==> config.mk <==
export PLATFORM = sky130hd
export DESIGN_NAME = dual_rotary_encoder_decoder_core
export DESIGN_NICKNAME = d
export VERILOG_FILES = /design/src/sv/dred_pkg.sv /design/src/sv/dred_result_buf.sv /design/src/sv/dual_rotary_encoder_decoder_core.sv
export SDC_FILE = /design/constraint.sdc
export NUM_CORES = 1
export LEC_CHECK = 0
export BUFFER_PORTS_ARGS = -buffer_cell sky130_fd_sc_hd__buf_2
export CAP_MARGIN = 20
export CORE_MARGIN = 2
export CORE_UTILIZATION = 30
export CTS_CLUSTER_DIAMETER = 60
export DETAILED_ROUTE_END_ITERATION = 8
export SYNTH_ARGS = -nofsm -noshare
export SYNTH_HDL_FRONTEND = slang
export SYNTH_SLANG_ARGS = --single-unit
==> constraint.sdc <==
create_clock -name i_clk -period 5.37 [get_ports i_clk]
set_input_delay 0.537 -clock i_clk [delete_from_list [all_inputs] [get_ports i_clk]]
set_output_delay 0.537 -clock i_clk [all_outputs]
set_load 0.02 [all_outputs]
==> src/sv/dred_pkg.sv <==
// Package for the dual rotary encoder decoder: codes, reset values and shared types.
// Used by dred_result_buf, the core, dred_step_checker and tb_top; depends on nothing.
package dred_pkg;

    localparam int TIME_BITS_DEF = 32;

    localparam logic OP_EDGE = 1'b0;
    localparam logic OP_POLL = 1'b1;

    localparam logic [2:0] CH_PAIR_A   = 3'd0;
    localparam logic [2:0] CH_PAIR_B   = 3'd1;
    localparam logic [2:0] CH_ENTER    = 3'd2;
    localparam logic [2:0] CH_SCROLL_A = 3'd3;
    localparam logic [2:0] CH_SCROLL_B = 3'd4;
    localparam logic [2:0] CH_BACK     = 3'd5;

    localparam logic [2:0] KIND_SCROLL_A = 3'd0;
    localparam logic [2:0] KIND_SCROLL_B = 3'd1;
    localparam logic [2:0] KIND_PAIR_A   = 3'd2;
    localparam logic [2:0] KIND_PAIR_B   = 3'd3;
    localparam logic [2:0] KIND_ENTER    = 3'd4;
    localparam logic [2:0] KIND_BACK     = 3'd5;

    localparam logic [1:0] REG_SUSPENDED = 2'd0;
    localparam logic [1:0] REG_GUARD_MS  = 2'd1;
    localparam logic [1:0] REG_STALE_MS  = 2'd2;

    localparam logic [15:0] GUARD_MS_RST = 16'd50;
    localparam logic [15:0] STALE_MS_RST = 16'd100;

    // start flag slots
    localparam int SLOT_SCROLL_A = 0;
    localparam int SLOT_SCROLL_B = 1;
    localparam int SLOT_PAIR_A   = 2;
    localparam int SLOT_PAIR_B   = 3;

    // step end slots
    localparam int END_SCROLL = 0;
    localparam int END_PAIR   = 1;

    typedef struct packed {
        logic [1:0] cnt;
        logic [2:0] kind0;
        logic [2:0] kind1;
    } t_res_pair;

endpackage

==> src/sv/dred_result_buf.sv <==
// Two-entry result register: takes up to two results per item, hands them out one per transfer.
// Depends on dred_pkg (t_res_pair).
module dred_result_buf (
    input  logic                i_clk,
    input  logic                i_rst_n,
    input  logic                i_load,
    input  dred_pkg::t_res_pair i_pair,
    output logic                o_free,
    output logic                o_out_valid,
    input  logic                i_out_ready,
    output logic [2:0]          o_event_kind,
    output logic                o_last_of_run
);

    logic [1:0] r_cnt;
    logic [2:0] r_kind0;
    logic [2:0] r_kind1;
    logic       w_xfer;

    assign w_xfer        = (r_cnt != 2'd0) && i_out_ready;
    assign o_free        = (r_cnt == 2'd0) || ((r_cnt == 2'd1) && i_out_ready);
    assign o_out_valid   = (r_cnt != 2'd0);
    assign o_event_kind  = r_kind0;
    assign o_last_of_run = (r_cnt == 2'd1);

    always_ff @(posedge i_clk) begin
        if (!i_rst_n) begin
            r_cnt <= 2'd0;
        end else if (i_load) begin
            r_cnt <= i_pair.cnt;
        end else if (w_xfer) begin
            r_cnt <= r_cnt - 2'd1;
        end
    end

    always_ff @(posedge i_clk) begin
        if (i_load) begin
            r_kind0 <= i_pair.kind0;
            r_kind1 <= i_pair.kind1;
        end else if (w_xfer) begin
            r_kind0 <= r_kind1;
        end
    end

endmodule

==> src/sv/dual_rotary_encoder_decoder_core.sv <==
// Top level of the dual rotary encoder decoder: input register, step decode and state.
// Depends on dred_pkg and dred_result_buf.
//
// Usage:
//   Input channel (i_in_valid / o_in_ready) carries one event per transfer: an edge
//   event (op 0) with its channel, or a key poll (op 1); each carries sampled pin
//   levels and a millisecond timestamp.
//   Output channel (o_out_valid / i_out_ready) carries result items; o_last_of_run
//   marks the final result of an event. Edge events give zero or one result, polls
//   give zero to two (enter before back).
//   An event passes through the input register and then the result register.
//   Throughput: one event per cycle while the receiver is ready; a poll with two
//   results holds the result register for two transfers, and the next event waits.
//   Config writes (i_cfg_wr_en, i_cfg_index, i_cfg_wdata) take effect at once; the
//   user must make them while the block is idle, as the block does not enforce it.
//   Reset (synchronous, active low) clears start flags, timestamps, step history
//   and both pipeline registers; guard is 50 ms and stale 100 ms after reset.
//   When the receiver stalls, results hold in the result register and the input
//   register fills, after which o_in_ready drops.
module dual_rotary_encoder_decoder_core #(
    parameter int TIME_BITS = dred_pkg::TIME_BITS_DEF
) (
    input  logic        i_clk,
    input  logic        i_rst_n,
    input  logic        i_cfg_wr_en,
    input  logic [1:0]  i_cfg_index,
    input  logic [15:0] i_cfg_wdata,
    input  logic        i_in_valid,
    output logic        o_in_ready,
    input  logic        i_op,
    input  logic [2:0]  i_channel,
    input  logic [5:0]  i_pin_levels,
    input  logic [31:0] i_now_ms,
    output logic        o_out_valid,
    input  logic        i_out_ready,
    output logic [2:0]  o_event_kind,
    output logic        o_last_of_run
);

    logic                 r_suspended;
    logic [15:0]          r_guard_ms;
    logic [15:0]          r_stale_ms;

    logic                 r_s1_valid;
    logic                 r_op;
    logic [2:0]           r_ch;
    logic [5:0]           r_pins;
    logic [TIME_BITS-1:0] r_now;

    logic [3:0]           r_flag;
    logic [TIME_BITS-1:0] r_start_t [4];
    logic [TIME_BITS-1:0] r_end_t [2];
    logic [1:0]           r_end_valid;

    logic [3:0]           n_flag;
    logic [TIME_BITS-1:0] n_start_t [4];
    logic [TIME_BITS-1:0] n_end_t [2];
    logic [1:0]           n_end_valid;
    dred_pkg::t_res_pair  n_pair;

    logic                 w_free;
    logic                 w_s1_adv;
    logic [TIME_BITS-1:0] w_guard;
    logic [TIME_BITS-1:0] w_stale;
    logic [TIME_BITS-1:0] w_age_start [4];
    logic [TIME_BITS-1:0] w_age_end [2];
    logic [1:0]           w_guarded;
    logic                 w_own_pin;
    logic                 w_ch_ok;
    logic                 w_edge_go;
    logic                 p0, p1, p3, p4;

    assign w_s1_adv   = r_s1_valid && w_free;
    assign o_in_ready = !r_s1_valid || w_free;

    // config
    always_ff @(posedge i_clk) begin
        if (!i_rst_n) begin
            r_suspended <= 1'b0;
            r_guard_ms  <= dred_pkg::GUARD_MS_RST;
            r_stale_ms  <= dred_pkg::STALE_MS_RST;
        end else if (i_cfg_wr_en) begin
            unique case (i_cfg_index)
                dred_pkg::REG_SUSPENDED: r_suspended <= i_cfg_wdata[0];
                dred_pkg::REG_GUARD_MS:  r_guard_ms  <= i_cfg_wdata;
                dred_pkg::REG_STALE_MS:  r_stale_ms  <= i_cfg_wdata;
                default: ;
            endcase
        end
    end

    // input register
    always_ff @(posedge i_clk) begin
        if (!i_rst_n) begin
            r_s1_valid <= 1'b0;
        end else if (o_in_ready) begin
            r_s1_valid <= i_in_valid;
        end
    end

    always_ff @(posedge i_clk) begin
        if (o_in_ready && i_in_valid) begin
            r_op   <= i_op;
            r_ch   <= i_channel;
            r_pins <= i_pin_levels;
            r_now  <= TIME_BITS'(i_now_ms);
        end
    end

    assign w_guard = TIME_BITS'(r_guard_ms);
    assign w_stale = TIME_BITS'(r_stale_ms);

    always_comb begin
        for (int k = 0; k < 4; k++) begin
            w_age_start[k] = r_now - r_start_t[k];
        end
        for (int k = 0; k < 2; k++) begin
            w_age_end[k] = r_now - r_end_t[k];
            w_guarded[k] = r_end_valid[k] && (w_age_end[k] < w_guard);
        end
    end

    assign p0 = r_pins[0];
    assign p1 = r_pins[1];
    assign p3 = r_pins[3];
    assign p4 = r_pins[4];

    always_comb begin
        w_ch_ok   = 1'b1;
        w_own_pin = 1'b1;
        unique case (r_ch)
            dred_pkg::CH_PAIR_A,
            dred_pkg::CH_PAIR_B:   begin
                w_own_pin = r_pins[r_ch];
                w_ch_ok   = !w_guarded[dred_pkg::END_PAIR];
            end
            dred_pkg::CH_SCROLL_A,
            dred_pkg::CH_SCROLL_B: begin
                w_own_pin = r_pins[r_ch];
                w_ch_ok   = !w_guarded[dred_pkg::END_SCROLL];
            end
            dred_pkg::CH_ENTER,
            dred_pkg::CH_BACK:     w_own_pin = r_pins[r_ch];
            default:               w_ch_ok = 1'b0;
        endcase
    end

    assign w_edge_go = (r_op == dred_pkg::OP_EDGE) && !r_suspended && w_ch_ok && !w_own_pin;

    // step and key poll decode
    always_comb begin
        n_flag      = r_flag;
        n_start_t   = r_start_t;
        n_end_t     = r_end_t;
        n_end_valid = r_end_valid;
        n_pair      = '{cnt: 2'd0, kind0: dred_pkg::KIND_ENTER, kind1: dred_pkg::KIND_BACK};

        if (r_op == dred_pkg::OP_POLL) begin
            if (!r_pins[2] && !r_pins[5]) begin
                n_pair.cnt = 2'd2;
            end else if (!r_pins[2]) begin
                n_pair.cnt = 2'd1;
            end else if (!r_pins[5]) begin
                n_pair.cnt   = 2'd1;
                n_pair.kind0 = dred_pkg::KIND_BACK;
            end
        end else if (w_edge_go) begin
            for (int k = 0; k < 4; k++) begin
                if (w_age_start[k] > w_stale) begin
                    n_flag[k] = 1'b0;
                end
            end
            case (r_ch)
                dred_pkg::CH_SCROLL_A: begin
                    if (n_flag[dred_pkg::SLOT_SCROLL_B]) begin
                        if (!p3 && !p4) begin
                            n_flag[dred_pkg::SLOT_SCROLL_A]  = 1'b0;
                            n_flag[dred_pkg::SLOT_SCROLL_B]  = 1'b0;
                            n_end_t[dred_pkg::END_SCROLL]     = r_now;
                            n_end_valid[dred_pkg::END_SCROLL] = 1'b1;
                            n_pair.cnt   = 2'd1;
                            n_pair.kind0 = dred_pkg::KIND_SCROLL_A;
                        end
                    end else if (!p3 && p4) begin
                        n_flag[dred_pkg::SLOT_SCROLL_A]    = 1'b1;
                        n_start_t[dred_pkg::SLOT_SCROLL_A] = r_now;
                    end
                end
                dred_pkg::CH_SCROLL_B: begin
                    if (n_flag[dred_pkg::SLOT_SCROLL_A]) begin
                        if (!p3 && !p4) begin
                            n_flag[dred_pkg::SLOT_SCROLL_A]  = 1'b0;
                            n_flag[dred_pkg::SLOT_SCROLL_B]  = 1'b0;
                            n_end_t[dred_pkg::END_SCROLL]     = r_now;
                            n_end_valid[dred_pkg::END_SCROLL] = 1'b1;
                            n_pair.cnt   = 2'd1;
                            n_pair.kind0 = dred_pkg::KIND_SCROLL_B;
                        end
                    end else if (!p4 && p3) begin
                        n_flag[dred_pkg::SLOT_SCROLL_B]    = 1'b1;
                        n_start_t[dred_pkg::SLOT_SCROLL_B] = r_now;
                    end
                end
                dred_pkg::CH_PAIR_A: begin
                    if (n_flag[dred_pkg::SLOT_PAIR_B]) begin
                        if (!p0 && !p1) begin
                            n_flag[dred_pkg::SLOT_PAIR_A]  = 1'b0;
                            n_flag[dred_pkg::SLOT_PAIR_B]  = 1'b0;
                            n_end_t[dred_pkg::END_PAIR]     = r_now;
                            n_end_valid[dred_pkg::END_PAIR] = 1'b1;
                            n_pair.cnt   = 2'd1;
                            n_pair.kind0 = dred_pkg::KIND_PAIR_A;
                        end
                    end else if (!p0 && p1) begin
                        n_flag[dred_pkg::SLOT_PAIR_A]    = 1'b1;
                        n_start_t[dred_pkg::SLOT_PAIR_A] = r_now;
                    end
                end
                dred_pkg::CH_PAIR_B: begin
                    if (n_flag[dred_pkg::SLOT_PAIR_A]) begin
                        if (!p0 && !p1) begin
                            n_flag[dred_pkg::SLOT_PAIR_A]  = 1'b0;
                            n_flag[dred_pkg::SLOT_PAIR_B]  = 1'b0;
                            n_end_t[dred_pkg::END_PAIR]     = r_now;
                            n_end_valid[dred_pkg::END_PAIR] = 1'b1;
                            n_pair.cnt   = 2'd1;
                            n_pair.kind0 = dred_pkg::KIND_PAIR_B;
                        end
                    end else if (!p1 && p0) begin
                        n_flag[dred_pkg::SLOT_PAIR_B]    = 1'b1;
                        n_start_t[dred_pkg::SLOT_PAIR_B] = r_now;
                    end
                end
                default: ;
            endcase
        end
    end

    // decoder state
    always_ff @(posedge i_clk) begin
        if (!i_rst_n) begin
            r_flag      <= '0;
            r_end_valid <= '0;
            for (int k = 0; k < 4; k++) begin
                r_start_t[k] <= '0;
            end
            for (int k = 0; k < 2; k++) begin
                r_end_t[k] <= '0;
            end
        end else if (w_s1_adv) begin
            r_flag      <= n_flag;
            r_start_t   <= n_start_t;
            r_end_t     <= n_end_t;
            r_end_valid <= n_end_valid;
        end
    end

    dred_result_buf u_result_buf (
        .i_clk         (i_clk),
        .i_rst_n       (i_rst_n),
        .i_load        (w_s1_adv),
        .i_pair        (n_pair),
        .o_free        (w_free),
        .o_out_valid   (o_out_valid),
        .i_out_ready   (i_out_ready),
        .o_event_kind  (o_event_kind),
        .o_last_of_run (o_last_of_run)
    );

endmodule

==> reports/metrics.yaml <==
status:
  status: "finished, violations left"
  violations: "setup timing"
detailed_routing:
  wl_per_cell_um: 19.8
  viasPerCell: 5.40
  drtAntennaViolNets: 0
  drc: 0
  drt_iter0_drc: 2148
  dr.pass1.iters: 6
  vias: 25700
  wl_um: 94100
critical_path:
  startpoint_type: "flip-flop"
  critPathCaptureType: "flip-flop"
  startpoint: "r_now[5]$_DFFE_PP_"
  critical_path_required_ps: 5830
  path_class: "reg2reg"
  critPathMaxFanout: 7
  arrival_ps: 5890
  r2r_start: "r_now[5]$_DFFE_PP_"
timing:
  worst_slack_ps: -56.9
  rsz0062_at_grt: "true"
  period_share_pct: 101
  setup_violations: 18
  slew_viol_final: 0
  slew_headroom_pct: 43.7
  skew_ps: 50.7
  finalHoldViolCount: 0
  min_period_ps: 5430
  whs_ps: 120
  max_slew.worst_pin.slew_ps: 832
  fmax_mhz: 184
synth:
  ys_warn_count: 0
  synth_area_leaders: "dfxtp_1, ha_1, mux2i_1"
  yosysSeqAreaShare_pct: 23.3
  yosysUniqueCellTypes: 115
  async_flop_share_pct: 0
  synth_fp_nets: 3662
  synth_top_area_share_pct: 18.1
  syn_avg_cell_area_um2: 7.82
  synth_area_um2: 25900
  synth-seq-cells: 279
  synth_edf_count: 45
  syn_inst: 3307
  synthFlopType: "dfxtp_1"
  yosys.area.top_type: "dfxtp_1"
cts:
  hold_buffers: 0
  h-tree-depth: 2
  path_clk_slew_ps: 60
  clock_path_buffers: 3
  cts-root-buf: "clkbuf_16"
  cts_made_buffers: 42
  clock_latency_ps: 600
  tritoncts: "yes"
  cts_sinks: 279
die:
  start_util_pct: 30.3
  die_area_um2: 88500
  die_h_um: 298
  fp.coreArea_um2: 85300
  die_x_um: 298
  num_rows: 107
  ios: 71
finish:
  diodes: 0
  synthToLayoutAreaGrowth_pct: 24.0
  layout-drive-gt1-share_pct: 17.7
  layoutNonFillerInstCount: 4759
  layout.nets: 3936
  layout_commonest_cell: "nand2_1"
  final_cell_mix: "nand2_1, inv_1, ha_1, a21oi_1, buf_4"
  num-fill-cells: 8732
run:
  maxCapViolCount: 0
worst_hold_path:
  hp-start: "i_now_ms[9]"
  hold_path.class: "in2reg"
power_and_ir_drop:
  p_leak_nw: 12.6
  ir_drop_v: 0.000213
  p_per_area_nw_per_um2: 216
grt:
  grt_overflow_total: 0
  grt_use_total_pct: 20.2
  antenna_found_initial: 2
  grt_pass1_vias: 24500
  grt_max_degree: 113
  grt_pass1_wl_um: 142000
place:
  routabilityCongestion: 0.984
  numPortBuffers: 70
  dp.cells: 4606
  place_hpwl_um: 73500
## final timing paths
kind	end	slack [ps]	depth (start not counted)
max reg2reg	r_end_t[1]$_SDFFE_PN0P_	-60	24
min reg2reg	r_guard_ms[9]$_SDFFE_PN0P_	450	2
max	r_end_t[1]$_SDFFE_PN0P_	-60	24
min	r_now[9]$_DFFE_PP_	120	1
## timing repair
action                     4_1_cts  5_1_grt
setup endpoints to repair      202      202
setup buffers                   33       39
pin swaps                       34      115
cloned                           5        4
resized for setup               65      140
## metal layers
layer  GRT usage (%)  wire length [um]  up-vias
li1                -                 -    12500
met1            26.3             41700    12300
met2            34.4             44100      715
met3            1.76              4100      200
met4            8.33              4230        0
met5               0                 0        -
## cells by family after synthesis
logic type,after synthesis,share of synthesized area [%]
multiplexers,209,8.14
adder cells (fa/ha/maj),290,14.2
flip-flops,279,23.3
AO/OA/AOI/OAI,859,22.2
buffers and inverters,408,6.74
AND/OR/NAND/NOR,1150,21.6
XOR/XNOR,112,3.79
## cell usage after synthesis, types with 12 or more instances
| cell type | instances |
|---|---|
| o31a_1 | 14 |
| nor2b_1 | 33 |
| edfxtp_1 | 45 |
| xnor2_1 | 67 |
| a2111oi_0 | 15 |
| a21oi_1 | 275 |
| buf_2 | 16 |
| o2111ai_1 | 15 |
| xor2_1 | 45 |
| buf_6 | 15 |
| nor3_1 | 67 |
| ha_1 | 284 |
| a211oi_1 | 34 |
| dfxtp_1 | 234 |
| o21ai_0 | 133 |
| or2_2 | 15 |
| a31oi_1 | 23 |
| o21ai_1 | 16 |
| inv_1 | 268 |
| clkbuf_1 | 95 |
| nand2b_1 | 39 |
| o21bai_1 | 12 |
| nand2_1 | 497 |
| nand3b_1 | 12 |
| a21o_1 | 67 |
| o211ai_1 | 50 |
| and3_1 | 29 |
| o21a_1 | 52 |
| mux2i_1 | 208 |
| and4_1 | 15 |
| nand3_1 | 64 |
| nor2_1 | 189 |
| nand4_1 | 74 |
| and2_1 | 15 |
| a211o_1 | 13 |
| nor4_1 | 19 |
| or3_1 | 22 |
## state kept, by name, summed over array words and instances (netlist names)
| register | flops |
|---|---|
| r_ch | 3 |
| r_end_t | 64 |
| r_end_valid | 2 |
| r_flag | 4 |
| r_guard_ms | 16 |
| r_now | 32 |
| r_op | 1 |
| r_pins | 6 |
| r_s1_valid | 1 |
| r_stale_ms | 16 |
| r_start_t | 128 |
| r_suspended | 1 |
| u_result_buf.o_event_kind | 3 |
| u_result_buf.r_cnt | 2 |
## final cells by class
class | instances | area (um2) | share of cell area (%)
multi-input cells | 2621 | 19000 | 59.2
flip-flops and latches | 279 | 6040 | 18.8
repair buffers | 368 | 3110 | 9.71
well taps | 1144 | 1430 | 4.47
clock buffers | 48 | 1140 | 3.57
inverters | 269 | 1010 | 3.16
clock inverters | 30 | 335 | 1.05
## report_power, final
part	internal, mW	switching [mW]
combinational	0.726	1.07
clock	1.73	1.19
sequential	2.16	0.0561
total	4.61	2.32
## through the flow
stage	instance area, um2	total power, mW	utilization [%]	TNS (ps)	worst slack [ps]
detailed placement	28800	3.89	33.7	-96120	-650
global route	32100	7.23	37.6	-16820	-226
CTS	30900	6.86	36.3	-2220	-99.7
global placement	28800	3.89	33.7	-91170	-581
finish	32100	6.93	37.6	-511	-56.9
floorplan	25900	3.32	-	0	581
## critical path: stages (launching register included)
cell and delay, ps:
edfxtp_1 510, buf_6 180, ha_4 150, a21o_1 180, or3_4 340, o211a_1 250
or3_4 360, buf_4 150, xor2_1 150, ha_1 310, nand4_1 130, buf_4 170
nor4_4 330, nand2_2 180, a211oi_2 250, nand4_1 160, nor4_4 220, buf_4 160
nand4_1 130, buf_4 220, nor3_4 170, o21ai_4 140, buf_12 180, buf_16 140
mux2i_1 120
No activity file was read; power rests on OpenSTA's default activity.
